File: config.mk
export PLATFORM = sky130hd
export DESIGN_NAME = packet_header_classifier_flat
export DESIGN_NICKNAME = d
export VERILOG_FILES = /design/src/hw/rtl/phc_pkg.sv /design/src/hw/rtl/phc_in_if.sv /design/src/hw/rtl/phc_out_if.sv /design/src/hw/rtl/packet_header_classifier.sv /design/src/flat_wrapper.sv
export SDC_FILE = /design/constraint.sdc
export NUM_CORES = 2
export LEC_CHECK = 0
export BUFFER_PORTS_ARGS = -buffer_cell sky130_fd_sc_hd__buf_2
export CAP_MARGIN = 20
export CORE_ASPECT_RATIO = 0.7
export CORE_MARGIN = 2
export CORE_UTILIZATION = 43
export DETAILED_ROUTE_END_ITERATION = 12
export GPL_ROUTABILITY_DRIVEN = 0
export PLACE_DENSITY = 0.71
export SYNTH_ARGS = -nofsm -noshare
export SYNTH_HDL_FRONTEND = slang
export SYNTH_SLANG_ARGS = --single-unit
File: constraint.sdc
create_clock -name clk -period 7.2 [get_ports clk]
set_input_delay 1.08 -clock clk [delete_from_list [all_inputs] [get_ports clk]]
set_output_delay 1.08 -clock clk [all_outputs]
set_load 0.03 [all_outputs]
File: src/hw/rtl/phc_pkg.sv
// Shared constants, codes and types for the packet header classifier.
`timescale 1ns / 1ps

package phc_pkg;

  localparam int unsigned QUEUE_COUNT_DEF = 64;

  localparam logic [15:0] ETYPE_VLAN = 16'h8100;
  localparam logic [15:0] ETYPE_QINQ = 16'h88A8;
  localparam logic [15:0] ETYPE_IPV4 = 16'h0800;
  localparam logic [15:0] ETYPE_IPV6 = 16'h86DD;

  localparam logic [7:0] PROTO_TCP = 8'd6;
  localparam logic [7:0] PROTO_UDP = 8'd17;

  localparam logic [4:0] L3_UNTAGGED = 5'd14;
  localparam logic [4:0] L3_TAGGED   = 5'd18;

  localparam logic [31:0] IP4_BCAST      = 32'hFFFFFFFF;
  localparam logic [31:0] IP4_MCAST_MASK = 32'hF0000000;
  localparam logic [31:0] IP4_MCAST_BASE = 32'hE0000000;
  localparam logic [7:0]  IP6_MCAST_BYTE = 8'hFF;

  typedef enum logic [2:0] {
    RSN_NONE     = 3'd0,
    RSN_SHORT_L3 = 3'd1,
    RSN_NOT_IP   = 3'd2,
    RSN_BCAST    = 3'd3,
    RSN_NOT_L4   = 3'd4,
    RSN_IHL      = 3'd5,
    RSN_SHORT_L4 = 3'd6
  } reason_t;

  typedef struct packed {
    logic        candidate;
    reason_t     pass_reason;
    logic        is_ipv6;
    logic        is_tcp;
    logic [63:0] src_addr_high;
    logic [63:0] src_addr_low;
    logic [63:0] dst_addr_high;
    logic [63:0] dst_addr_low;
    logic [15:0] src_port;
    logic [15:0] dst_port;
    logic [5:0]  queue_out;
  } result_t;

endpackage

File: src/hw/rtl/phc_in_if.sv
// Byte channel into the classifier: valid/ready handshake and one frame byte.
`timescale 1ns / 1ps

interface phc_in_if;
  logic       valid;
  logic       ready;
  logic [7:0] data_byte;
  logic       end_of_frame;
  logic [5:0] queue_num;

  modport source (output valid, data_byte, end_of_frame, queue_num, input ready);
  modport sink   (input valid, data_byte, end_of_frame, queue_num, output ready);
endinterface

File: src/hw/rtl/phc_out_if.sv
// Verdict channel out of the classifier: valid/ready handshake and one result.
`timescale 1ns / 1ps

interface phc_out_if;
  logic        valid;
  logic        ready;
  logic        candidate;
  logic [2:0]  pass_reason;
  logic        is_ipv6;
  logic        is_tcp;
  logic [63:0] src_addr_high;
  logic [63:0] src_addr_low;
  logic [63:0] dst_addr_high;
  logic [63:0] dst_addr_low;
  logic [15:0] src_port;
  logic [15:0] dst_port;
  logic [5:0]  queue_out;

  modport source (
    output valid, candidate, pass_reason, is_ipv6, is_tcp, src_addr_high, src_addr_low,
           dst_addr_high, dst_addr_low, src_port, dst_port, queue_out,
    input  ready
  );
  modport sink (
    input  valid, candidate, pass_reason, is_ipv6, is_tcp, src_addr_high, src_addr_low,
           dst_addr_high, dst_addr_low, src_port, dst_port, queue_out,
    output ready
  );
endinterface

File: src/hw/rtl/packet_header_classifier.sv
// The verdict is registered and is on out_bus in the cycle after the final beat of a frame is taken.
// Throughput: one byte beat per cycle while in_bus.ready is high; the frame state and
//   result registers are the only storage, so a frame may follow the previous one at once.
// in_bus.ready drops only while a verdict waits in the result register and is not taken.
// Reset (rst_n low, synchronous): frame state returns to offset 0 / untagged, result
//   register empty.
`timescale 1ns / 1ps

module packet_header_classifier #(
  parameter int unsigned QUEUE_COUNT = phc_pkg::QUEUE_COUNT_DEF
) (
  input logic      clk,
  input logic      rst_n,
  phc_in_if.sink   in_bus,
  phc_out_if.source out_bus
);
  import phc_pkg::*;

  localparam logic [8:0] QUEUE_LIMIT = QUEUE_COUNT[8:0];

  // Frame state, captured byte by byte at fixed offsets.
  logic [7:0]  offset_r, offset_nxt;
  logic [15:0] ether_type_r, ether_type_nxt;
  logic [4:0]  l3_start_r, l3_start_nxt;
  logic [7:0]  ip_proto_r, ip_proto_nxt;
  logic [3:0]  header_words_r, header_words_nxt;
  logic [63:0] src_hi_r, src_hi_nxt;
  logic [63:0] src_lo_r, src_lo_nxt;
  logic [63:0] dst_hi_r, dst_hi_nxt;
  logic [63:0] dst_lo_r, dst_lo_nxt;
  logic [31:0] port_pair_r, port_pair_nxt;

  // State after the current beat is folded in, before any end-of-frame clear.
  logic [15:0] cap_etype;
  logic [4:0]  cap_l3;
  logic [7:0]  cap_proto;
  logic [3:0]  cap_hw;
  logic [63:0] cap_src_hi, cap_src_lo, cap_dst_hi, cap_dst_lo;
  logic [31:0] cap_ports;

  logic [7:0]  rel;        // offset inside the L3 header
  logic [7:0]  l4_base;    // IHL * 4, from the IHL held before this beat
  logic        port_win;

  logic [8:0]  frame_len;
  logic [8:0]  l3_len;
  logic [8:0]  l4_len;
  logic        l4_ok;
  logic        ok;
  reason_t     reason;

  result_t     res_r, res_nxt;
  logic        out_valid_r, out_valid_nxt;
  logic        in_fire;

  logic [7:0]  b;
  assign b = in_bus.data_byte;

  // Accept a beat whenever the result slot is free or being drained this cycle.
  assign in_bus.ready = !out_valid_r || out_bus.ready;
  assign in_fire      = in_bus.valid && in_bus.ready;

  assign rel      = offset_r - {3'b000, l3_start_r};
  assign l4_base  = {2'b00, header_words_r, 2'b00};

  // Fold the incoming byte into the header state.
  always_comb begin
    cap_etype  = ether_type_r;
    cap_l3     = l3_start_r;
    cap_proto  = ip_proto_r;
    cap_hw     = header_words_r;
    cap_src_hi = src_hi_r;
    cap_src_lo = src_lo_r;
    cap_dst_hi = dst_hi_r;
    cap_dst_lo = dst_lo_r;
    cap_ports  = port_pair_r;
    port_win   = (rel >= l4_base) && (rel < (l4_base + 8'd4));

    if (offset_r == 8'd12 || offset_r == 8'd13) begin
      cap_etype = {ether_type_r[7:0], b};
      // One VLAN or QinQ tag moves L3 out by four bytes.
      if (offset_r == 8'd13 && (cap_etype == ETYPE_VLAN || cap_etype == ETYPE_QINQ)) begin
        cap_l3 = L3_TAGGED;
      end
    end else if ((offset_r == 8'd16 || offset_r == 8'd17) && l3_start_r == L3_TAGGED) begin
      cap_etype = {ether_type_r[7:0], b};
    end else if (offset_r >= {3'b000, l3_start_r}) begin
      if (ether_type_r == ETYPE_IPV4) begin
        if (rel == 8'd0) begin
          cap_hw = b[3:0];
        end else if (rel == 8'd9) begin
          cap_proto = b;
        end else if (rel >= 8'd12 && rel <= 8'd15) begin
          cap_src_lo = {src_lo_r[55:0], b};
        end else if (rel >= 8'd16 && rel <= 8'd19) begin
          cap_dst_lo = {dst_lo_r[55:0], b};
        end
        // Port window uses the freshly taken IHL but the old base; the pair
        // register keeps only the last four bytes shifted in.
        if (cap_hw >= 4'd5 && port_win) begin
          cap_ports = {port_pair_r[23:0], b};
        end
      end else if (ether_type_r == ETYPE_IPV6) begin
        if (rel == 8'd6) begin
          cap_proto = b;
        end else if (rel >= 8'd8 && rel <= 8'd15) begin
          cap_src_hi = {src_hi_r[55:0], b};
        end else if (rel >= 8'd16 && rel <= 8'd23) begin
          cap_src_lo = {src_lo_r[55:0], b};
        end else if (rel >= 8'd24 && rel <= 8'd31) begin
          cap_dst_hi = {dst_hi_r[55:0], b};
        end else if (rel >= 8'd32 && rel <= 8'd39) begin
          cap_dst_lo = {dst_lo_r[55:0], b};
        end else if (rel >= 8'd40 && rel <= 8'd43) begin
          cap_ports = {port_pair_r[23:0], b};
        end
      end
    end
  end

  // Verdict on the state as it stands after the final byte; first failing check wins.
  assign frame_len = {1'b0, offset_r} + 9'd1;
  assign l3_len    = {4'b0000, cap_l3};
  assign l4_len    = (cap_proto == PROTO_TCP) ? 9'd20 : 9'd8;
  assign l4_ok     = (cap_proto == PROTO_TCP) || (cap_proto == PROTO_UDP);

  always_comb begin
    reason = RSN_NONE;
    if (frame_len < 9'd14 || frame_len < l3_len) begin
      reason = RSN_SHORT_L3;
    end else if (cap_etype == ETYPE_IPV4) begin
      if (frame_len < l3_len + 9'd20) begin
        reason = RSN_SHORT_L3;
      end else if (cap_dst_lo[31:0] == IP4_BCAST
                   || (cap_dst_lo[31:0] & IP4_MCAST_MASK) == IP4_MCAST_BASE) begin
        reason = RSN_BCAST;
      end else if (!l4_ok) begin
        reason = RSN_NOT_L4;
      end else if (cap_hw < 4'd5) begin
        reason = RSN_IHL;
      end else if (frame_len < l3_len + {3'b000, cap_hw, 2'b00} + l4_len) begin
        reason = RSN_SHORT_L4;
      end
    end else if (cap_etype == ETYPE_IPV6) begin
      if (frame_len < l3_len + 9'd40) begin
        reason = RSN_SHORT_L3;
      end else if (cap_dst_hi[63:56] == IP6_MCAST_BYTE) begin
        reason = RSN_BCAST;
      end else if (!l4_ok) begin
        reason = RSN_NOT_L4;
      end else if (frame_len < l3_len + 9'd40 + l4_len) begin
        reason = RSN_SHORT_L4;
      end
    end else begin
      reason = RSN_NOT_IP;
    end
  end

  assign ok = (reason == RSN_NONE);

  // Build the result; a failed check zeroes everything but the reason and queue.
  always_comb begin
    res_nxt               = '0;
    res_nxt.pass_reason   = reason;
    res_nxt.queue_out     = in_bus.queue_num;
    res_nxt.candidate     = ok && ({3'b000, in_bus.queue_num} < QUEUE_LIMIT);
    if (ok) begin
      res_nxt.is_ipv6  = (cap_etype == ETYPE_IPV6);
      res_nxt.is_tcp   = (cap_proto == PROTO_TCP);
      res_nxt.src_port = cap_ports[31:16];
      res_nxt.dst_port = cap_ports[15:0];
      if (cap_etype == ETYPE_IPV6) begin
        res_nxt.src_addr_high = cap_src_hi;
        res_nxt.src_addr_low  = cap_src_lo;
        res_nxt.dst_addr_high = cap_dst_hi;
        res_nxt.dst_addr_low  = cap_dst_lo;
      end else begin
        res_nxt.src_addr_low = {32'd0, cap_src_lo[31:0]};
        res_nxt.dst_addr_low = {32'd0, cap_dst_lo[31:0]};
      end
    end
  end

  // Next frame state: advance on a middle beat, drop everything on the final beat.
  always_comb begin
    offset_nxt       = offset_r;
    ether_type_nxt   = ether_type_r;
    l3_start_nxt     = l3_start_r;
    ip_proto_nxt     = ip_proto_r;
    header_words_nxt = header_words_r;
    src_hi_nxt       = src_hi_r;
    src_lo_nxt       = src_lo_r;
    dst_hi_nxt       = dst_hi_r;
    dst_lo_nxt       = dst_lo_r;
    port_pair_nxt    = port_pair_r;
    if (in_fire) begin
      if (in_bus.end_of_frame) begin
        offset_nxt       = '0;
        ether_type_nxt   = '0;
        l3_start_nxt     = L3_UNTAGGED;
        ip_proto_nxt     = '0;
        header_words_nxt = '0;
        src_hi_nxt       = '0;
        src_lo_nxt       = '0;
        dst_hi_nxt       = '0;
        dst_lo_nxt       = '0;
        port_pair_nxt    = '0;
      end else begin
        // Hold the offset at 255 on long frames.
        offset_nxt       = (offset_r == 8'd255) ? offset_r : offset_r + 8'd1;
        ether_type_nxt   = cap_etype;
        l3_start_nxt     = cap_l3;
        ip_proto_nxt     = cap_proto;
        header_words_nxt = cap_hw;
        src_hi_nxt       = cap_src_hi;
        src_lo_nxt       = cap_src_lo;
        dst_hi_nxt       = cap_dst_hi;
        dst_lo_nxt       = cap_dst_lo;
        port_pair_nxt    = cap_ports;
      end
    end
  end

  always_comb begin
    out_valid_nxt = out_valid_r;
    if (in_fire && in_bus.end_of_frame) begin
      out_valid_nxt = 1'b1;
    end else if (out_bus.ready) begin
      out_valid_nxt = 1'b0;
    end
  end

  always_ff @(posedge clk) begin
    if (!rst_n) begin
      offset_r       <= '0;
      ether_type_r   <= '0;
      l3_start_r     <= L3_UNTAGGED;
      ip_proto_r     <= '0;
      header_words_r <= '0;
      src_hi_r       <= '0;
      src_lo_r       <= '0;
      dst_hi_r       <= '0;
      dst_lo_r       <= '0;
      port_pair_r    <= '0;
      out_valid_r    <= 1'b0;
    end else begin
      offset_r       <= offset_nxt;
      ether_type_r   <= ether_type_nxt;
      l3_start_r     <= l3_start_nxt;
      ip_proto_r     <= ip_proto_nxt;
      header_words_r <= header_words_nxt;
      src_hi_r       <= src_hi_nxt;
      src_lo_r       <= src_lo_nxt;
      dst_hi_r       <= dst_hi_nxt;
      dst_lo_r       <= dst_lo_nxt;
      port_pair_r    <= port_pair_nxt;
      out_valid_r    <= out_valid_nxt;
    end
  end

  // Result payload: load on the final beat only.
  always_ff @(posedge clk) begin
    if (in_fire && in_bus.end_of_frame) begin
      res_r <= res_nxt;
    end
  end

  assign out_bus.valid         = out_valid_r;
  assign out_bus.candidate     = res_r.candidate;
  assign out_bus.pass_reason   = res_r.pass_reason;
  assign out_bus.is_ipv6       = res_r.is_ipv6;
  assign out_bus.is_tcp        = res_r.is_tcp;
  assign out_bus.src_addr_high = res_r.src_addr_high;
  assign out_bus.src_addr_low  = res_r.src_addr_low;
  assign out_bus.dst_addr_high = res_r.dst_addr_high;
  assign out_bus.dst_addr_low  = res_r.dst_addr_low;
  assign out_bus.src_port      = res_r.src_port;
  assign out_bus.dst_port      = res_r.dst_port;
  assign out_bus.queue_out     = res_r.queue_out;

endmodule

File: src/flat_wrapper.sv
// flat-port wrapper written by rule: the top's interface ports become plain ports
module packet_header_classifier_flat import phc_pkg::*;
#(
  parameter int unsigned QUEUE_COUNT = phc_pkg::QUEUE_COUNT_DEF
)
  (clk, rst_n, in_bus_valid, in_bus_data_byte, in_bus_end_of_frame, in_bus_queue_num, in_bus_ready, out_bus_valid, out_bus_candidate, out_bus_pass_reason, out_bus_is_ipv6, out_bus_is_tcp, out_bus_src_addr_high, out_bus_src_addr_low, out_bus_dst_addr_high, out_bus_dst_addr_low, out_bus_src_port, out_bus_dst_port, out_bus_queue_out, out_bus_ready);
  phc_in_if in_bus_i ();
  phc_out_if out_bus_i ();
  input logic clk;
  input logic rst_n;
  input wire logic [$bits(in_bus_i.valid)-1:0] in_bus_valid;
  input wire logic [$bits(in_bus_i.data_byte)-1:0] in_bus_data_byte;
  input wire logic [$bits(in_bus_i.end_of_frame)-1:0] in_bus_end_of_frame;
  input wire logic [$bits(in_bus_i.queue_num)-1:0] in_bus_queue_num;
  output wire logic [$bits(in_bus_i.ready)-1:0] in_bus_ready;
  output wire logic [$bits(out_bus_i.valid)-1:0] out_bus_valid;
  output wire logic [$bits(out_bus_i.candidate)-1:0] out_bus_candidate;
  output wire logic [$bits(out_bus_i.pass_reason)-1:0] out_bus_pass_reason;
  output wire logic [$bits(out_bus_i.is_ipv6)-1:0] out_bus_is_ipv6;
  output wire logic [$bits(out_bus_i.is_tcp)-1:0] out_bus_is_tcp;
  output wire logic [$bits(out_bus_i.src_addr_high)-1:0] out_bus_src_addr_high;
  output wire logic [$bits(out_bus_i.src_addr_low)-1:0] out_bus_src_addr_low;
  output wire logic [$bits(out_bus_i.dst_addr_high)-1:0] out_bus_dst_addr_high;
  output wire logic [$bits(out_bus_i.dst_addr_low)-1:0] out_bus_dst_addr_low;
  output wire logic [$bits(out_bus_i.src_port)-1:0] out_bus_src_port;
  output wire logic [$bits(out_bus_i.dst_port)-1:0] out_bus_dst_port;
  output wire logic [$bits(out_bus_i.queue_out)-1:0] out_bus_queue_out;
  input wire logic [$bits(out_bus_i.ready)-1:0] out_bus_ready;
  assign in_bus_i.valid = in_bus_valid;
  assign in_bus_i.data_byte = in_bus_data_byte;
  assign in_bus_i.end_of_frame = in_bus_end_of_frame;
  assign in_bus_i.queue_num = in_bus_queue_num;
  assign in_bus_ready = in_bus_i.ready;
  assign out_bus_valid = out_bus_i.valid;
  assign out_bus_candidate = out_bus_i.candidate;
  assign out_bus_pass_reason = out_bus_i.pass_reason;
  assign out_bus_is_ipv6 = out_bus_i.is_ipv6;
  assign out_bus_is_tcp = out_bus_i.is_tcp;
  assign out_bus_src_addr_high = out_bus_i.src_addr_high;
  assign out_bus_src_addr_low = out_bus_i.src_addr_low;
  assign out_bus_dst_addr_high = out_bus_i.dst_addr_high;
  assign out_bus_dst_addr_low = out_bus_i.dst_addr_low;
  assign out_bus_src_port = out_bus_i.src_port;
  assign out_bus_dst_port = out_bus_i.dst_port;
  assign out_bus_queue_out = out_bus_i.queue_out;
  assign out_bus_i.ready = out_bus_ready;
  packet_header_classifier #(.QUEUE_COUNT(QUEUE_COUNT)) u_core (.clk(clk), .rst_n(rst_n), .in_bus(in_bus_i), .out_bus(out_bus_i));
endmodule
* Word level (Yosys, flattened, before mapping)
Cells that the tools add are included.
** Word-level totals
- Input bits :: 19
- Flip-flop bits (word level) :: 630
** Operators by class
- Muxes and demuxes :: 100
- Order comparisons :: 23
- Add/sub/neg operators :: 9
- Equal/unequal tests :: 20
- Reductions and logical operators :: 26
** Operators with widths (number)
- 2-to-1 mux 64 bit :: 45
- 2-to-1 mux 32 bit :: 13
- 2-to-1 mux 8 bit :: 11
- == test 16 bit, second input constant :: 4
- 2-to-1 mux 16 bit :: 3
- 2-to-1 mux 4 bit :: 10
- less-than comparator 9 bit :: 4
- 2-to-1 mux 3 bit :: 12
- == test 16 x 12 -> 1 bit, second input constant :: 2
- == test 32 bit, second input constant :: 1
- == test 8 x 4 -> 1 bit, second input constant :: 3
- == test 8 x 5 -> 1 bit, second input constant :: 3
- less-or-equal comparator 8 x 5 -> 1 bit, second input constant :: 3
- 2-to-1 mux 5 bit :: 4
- adder 9 bit :: 2
- == test 8 x 3 -> 1 bit, second input constant :: 2
- == test 8 bit, second input constant :: 2
- >= comparator 8 x 4 -> 1 bit, second input constant :: 2
- >= comparator 8 x 5 -> 1 bit, second input constant :: 2
- >= comparator 8 x 6 -> 1 bit, second input constant :: 2
- less-or-equal comparator 8 x 6 -> 1 bit, second input constant :: 2
- logical AND 1 bit :: 13
- adder 8 x 1 -> 9 bit, second input constant :: 1
- less-than comparator 9 x 4 -> 1 bit, second input constant :: 1
- 23 further kinds :: 31

* Depth between registers and ports, before layout
- Depth after elaboration :: 23
- Gate-level depth with buffers :: 33
- Gate-level depth less buffers :: 29

* Least setup slack after synthesis
Ideal clock, no wire load.
- Path type :: input to register
- Start :: in out_bus_ready
- End :: reg u_core.res_r, in the netlist u_core.out_bus.candidate, enable pin
- Stages on the path :: 4
- Arrival time :: 7.536 ns
- Data required time :: 6.550 ns
- Slack :: -0.987 ns
- Path buffers :: 0
- Library setup time :: 0.650 ns
- Cells stage by stage :: nand2b_1 and2_1 nand2_1 inv_1
** On the way
- Cells in the longest elaborated chain, start to end :: 3
** Ends and longest elaborated chain
- from (decl) :: RTL line flat_wrapper.sv:28 : input wire logic [$bits(out_bus_i.ready)-1:0] out_bus_ready;
- logical OR 1 bit :: RTL line packet_header_classifier.sv:60 : assign in_bus.ready = !out_valid_r || out_bus.ready;
- logical AND 1 bit :: RTL line packet_header_classifier.sv:61 : assign in_fire = in_bus.valid && in_bus.ready;
- logical AND 1 bit :: RTL line packet_header_classifier.sv:263 : if (in_fire && in_bus.end_of_frame) begin
- to (signal assigned) :: RTL line packet_header_classifier.sv:264 : res_r <= res_nxt;
- to (decl) :: RTL line packet_header_classifier.sv:52 : result_t res_r, res_nxt;
No other way between the ends.
A chain may end at the register's enable or synchronous reset.

* Worst setup path after layout
- Start :: reg u_core.offset_r[0]
- End :: reg u_core.res_r, in the netlist u_core.out_bus.dst_addr_low[18] (data pin)
** On the way
- Cells in the longest elaborated chain, start to end :: 22
** Ends and longest elaborated chain
- from (decl) :: RTL line packet_header_classifier.sv:22 : logic [7:0] offset_r, offset_nxt;
- from (signal assigned) :: RTL line packet_header_classifier.sv:247 : offset_r <= offset_nxt;
- subtractor 8 x 5 -> 8 bit :: RTL line packet_header_classifier.sv:63 : assign rel = offset_r - {3'b000, l3_start_r};
- zero test 8 bit :: RTL line packet_header_classifier.sv:89 : if (rel == 8'd0) begin
- 2-to-1 mux 4 bit :: RTL line packet_header_classifier.sv:89
- 2-to-1 mux 4 bit :: RTL line packet_header_classifier.sv:88 : if (ether_type_r == ETYPE_IPV4) begin
- 2-to-1 mux 4 bit :: RTL line packet_header_classifier.sv:87 : end else if (offset_r >= {3'b000, l3_start_r}) begin
- 2-to-1 mux 4 bit :: RTL line packet_header_classifier.sv:85 : end else if ((offset_r == 8'd16 || offset_r == 8'd17) && l3_start_r == L3_TAGGED) begin
- 2-to-1 mux 4 bit :: RTL line packet_header_classifier.sv:79 : if (offset_r == 8'd12 || offset_r == 8'd13) begin
- 2-to-1 mux 4 bit :: RTL line packet_header_classifier.sv:88
- [... 6 more ...]
- 2-to-1 mux 3 bit :: RTL line packet_header_classifier.sv:141 : end else if (frame_len < l3_len + {3'b000, cap_hw, 2'b00} + l4_len) begin
- 2-to-1 mux 3 bit :: RTL line packet_header_classifier.sv:139 : end else if (cap_hw < 4'd5) begin
- 2-to-1 mux 3 bit :: RTL line packet_header_classifier.sv:137 : end else if (!l4_ok) begin
- 2-to-1 mux 3 bit :: RTL line packet_header_classifier.sv:134 : end else if (cap_dst_lo[31:0] == IP4_BCAST
- 2-to-1 mux 3 bit :: RTL line packet_header_classifier.sv:132 : if (frame_len < l3_len + 9'd20) begin
- 2-to-1 mux 3 bit :: RTL line packet_header_classifier.sv:131 : end else if (cap_etype == ETYPE_IPV4) begin
- 2-to-1 mux 3 bit :: RTL line packet_header_classifier.sv:129 : if (frame_len < 9'd14 || frame_len < l3_len) begin
- zero test 3 bit :: RTL line packet_header_classifier.sv:159 : assign ok = (reason == RSN_NONE);
Parallel ways exist; a longest one is shown, timed or not. The select of a mux whose other input is x is not followed.

==> metrics <==
Synth Warn #=0; Root Driver=clkbuf_16; R2R Setup Slk=0.27 ns; hold path depth=1; Area Growth Syn to Fin=16.6%; row cnt=77; core area=63,100 um^2; CTS tree=done; worst r2r path cells=31; Global Route Usage Sum=0.235; Critical Path Sink Type=flip-flop; Power, Total=7.48 mW; Port-buffer cells=320; #FFs+latches synth=630; Sw Share=0.238; syn nets=2,884; Final Skew=0.0332 ns; P_int=5.70 mW; antenna-violating nets left=0; P_leak=10.4 nW; GR Overflow Total=0; clock share of power=0.429; routed vias/inst=5.83; first-pass GRT wire length=123 mm; PD cells=234 nW/um^2; Multi-input gate area=10,900 um^2; Post-synth top flop=dfxtp_1; Synth area leaders=edfxtp_1 (33%), dfxtp_1 (24%), a22oi_1 (7.9%); maxcap violations=0; Initial Util=0.434; EDFF count, synth=300; Max VDD drop=0.163 mV; # fillers=5,685; drt first pass iters=7; Final min period=6.93 ns; period utilisation layout=0.962; die area=65,800 um^2; Worst EP required=7.55 ns; area leader, netlist=edfxtp_1; WHS=0.463 ns; total CTS buffers=59; setup violators final=0; switching pwr=1.78 mW; sequential area share after synthesis=0.570; die width=306 um; Worst Path Max Fanout=29; vias in the first global route=20.5k; CP peak stage delay=0.58 ns; Yosys cell types=82; initial antenna violation count=3; slew at the pin closest to its max-slew limit=1.11 ns; Mean Syn Cell Area=9.76 um^2; f_max=0.144 GHz; Total Routed Length=80.9 mm; Worst path slowest cell=fa_1; Vias=22.8k; Fin Setup TNS=0 ns; Combinational Power Share=0.056; largest net degree at the start of global routing=154; CP Class=reg2reg; setup ws final=0.271 ns; Slew Limit Fails=0; H-tree depth=2; end of the worst hold path=u_core.port_pair_r[25]; min-delay worst type=reg2reg; top-count cell post-synth=nand2_1; mapped cell area=27,400 um^2; hold_buf cts=0; Nets=3,096; worst r2r src=u_core.offset_r[0]; placed wire-length estimate=50.5 mm; # DRC=0; synthesized instance count=2,807; 1st-iter DRT viols=2,920; Post-synth top cells=nand2_1 (566), nor2_1 (335), dfxtp_1 (330), edfxtp_1 (300), a22oi_1 (288); maximum clock path buffer count=3; Final Hold Viols=0; ys async rst share=0; hold_sp=u_core.port_pair_r[25]; pre-CTS WS=0.221 ns; relative slew slack=0.256; drt wl/cell=20.7 um; R2R Path End=u_core.out_bus.dst_addr_low[18]; Clock Pin Slew Worst Setup and Hold Paths=0.06 ns; Reg power frac=0.515; clk sinks=630; Arr. time, crit path=7.28 ns; Startpoint Class=flip-flop; share of cells above drive strength 1=0.166; outcome=finished clean; Reg area=15,600 um^2; clk_lat worst skew=0.64 ns; top cell type's share of synthesized area=0.329; Top-Level Pins=321; die height=215 um
[sequential cells by signal (all words and copies together), names as in the netlist, 4 cells and up]
| name | flops |
|---|---|
| u_core.out_bus.src_addr_low | 64 |
| u_core.out_bus.src_port | 16 |
| u_core.ether_type_r | 16 |
| u_core.port_pair_r | 32 |
| u_core.out_bus.queue_out | 6 |
| u_core.l3_start_r | 5 |
| u_core.out_bus.dst_addr_high | 64 |
| u_core.ip_proto_r | 8 |
| u_core.dst_lo_r | 64 |
| u_core.dst_hi_r | 64 |
| u_core.out_bus.dst_addr_low | 64 |
| u_core.header_words_r | 4 |
| u_core.src_hi_r | 64 |
| u_core.offset_r | 8 |
| u_core.out_bus.dst_port | 16 |
| u_core.src_lo_r | 64 |
| u_core.out_bus.src_addr_high | 64 |
[through the flow]
| step | area (um^2) | std cells | utilization |
|---|---|---|---|
| floorplan | 27400 | 2807 | - |
| global placement | 29800 | 3779 | 0.473 |
| detailed placement | 29900 | 3782 | 0.473 |
| CTS | 31800 | 3893 | 0.504 |
| global route | 31900 | 3899 | 0.506 |
| finish | 31900 | 3899 | 0.506 |
[cell usage in the layout, fill, tap and decap left out, types with 6 or more instances in the layout]
cell	netlist	layout
nand2_1	566	566
dfxtp_1	330	330
nor2_1	335	328
buf_2	12	320
edfxtp_1	300	300
a22oi_1	288	288
a21oi_1	213	212
clkbuf_16	0	62
ha_1	54	54
a2111oi_0	57	50
inv_1	47	45
nor4_1	41	41
buf_4	2	41
mux2i_1	35	35
o2bb2ai_1	24	24
nand3_1	27	23
nor3_1	22	21
o21ai_0	21	20
a2111oi_1	10	17
nand4_1	17	17
clkbuf_1	200	17
xnor2_1	14	14
nor2b_1	15	14
a21o_1	13	13
buf_12	0	11
or3_1	9	9
o22ai_1	9	9
clkinv_2	0	9
clkbuf_8	0	8
and4b_1	7	7
or4_1	7	7
nand2b_1	6	6
and3_1	6	6
xor2_1	6	6
[critical path, delay by kind of cell (launching register included)]
family / cells / cell delay, ns
compound gates: 8 / 1.50
xor+xnor: 2 / 0.28
fa+ha+maj: 6 / 1.98
buf+inv: 8 / 1.00
flops: 1 / 0.37
simple gates: 7 / 1.51
[logic make-up after synthesis]
kind of cell,count (synthesis),share of synthesized area
AO/OA/AOI/OAI,700,0.177
flip-flops,630,0.570
adder cells (fa/ha/maj),58,0.0276
AND/OR/NAND/NOR,1089,0.168
multiplexers,36,0.0132
XOR/XNOR,20,0.00639
buffers and inverters,274,0.0389
[area by class of cell]
cell class	count	area share
Antenna cell	1	0.0000783
Clock buffer	85	0.0525
Clock inverter	26	0.00944
Inverter	49	0.00611
Multi-Input combinational cell	1903	0.342
Sequential cell	630	0.489
Tap cell	829	0.0325
Timing Repair Buffer	376	0.0687
[power groups by stage]
stage	Clock, mW	Combinational (mW)	Sequential (mW)
6_report	3.21	0.421	3.85
5_1_grt	3.41	0.438	3.86
4_1_cts	3.25	0.422	3.86
3_5_place_dp	0	0.421	3.93
3_3_place_gp	0	0.419	3.93
2_1_floorplan	0	0.102	4.10
[worst max-delay path by stage]
stage	start	endpoint
floorplan	out_bus_ready	u_core.out_bus.candidate
global placement	u_core.offset_r[0]	u_core.out_bus.dst_addr_low[23]
detailed placement	u_core.offset_r[0]	u_core.out_bus.dst_addr_low[23]
CTS	u_core.offset_r[0]	u_core.out_bus.dst_addr_low[16]
global route	u_core.offset_r[0]	u_core.out_bus.dst_addr_low[18]
finish	u_core.offset_r[0]	u_core.out_bus.dst_addr_low[18]
[per-layer routing]
metal  GRT usage  routed length, um  vias to the layer above
met5           0                 13                        -
met4      0.0668               2130                        2
met3      0.0463               7370                      128
met2       0.338              35000                     1051
met1       0.356              36300                    11000
li1            -                  -                    10600
[what timing repair did]
action                                  in CTS  in global routing
resized for setup                            0                 12
endpoints found under the setup margin       0                128
buffers inserted                             0                  1
(Power assumes the default switching activity.)
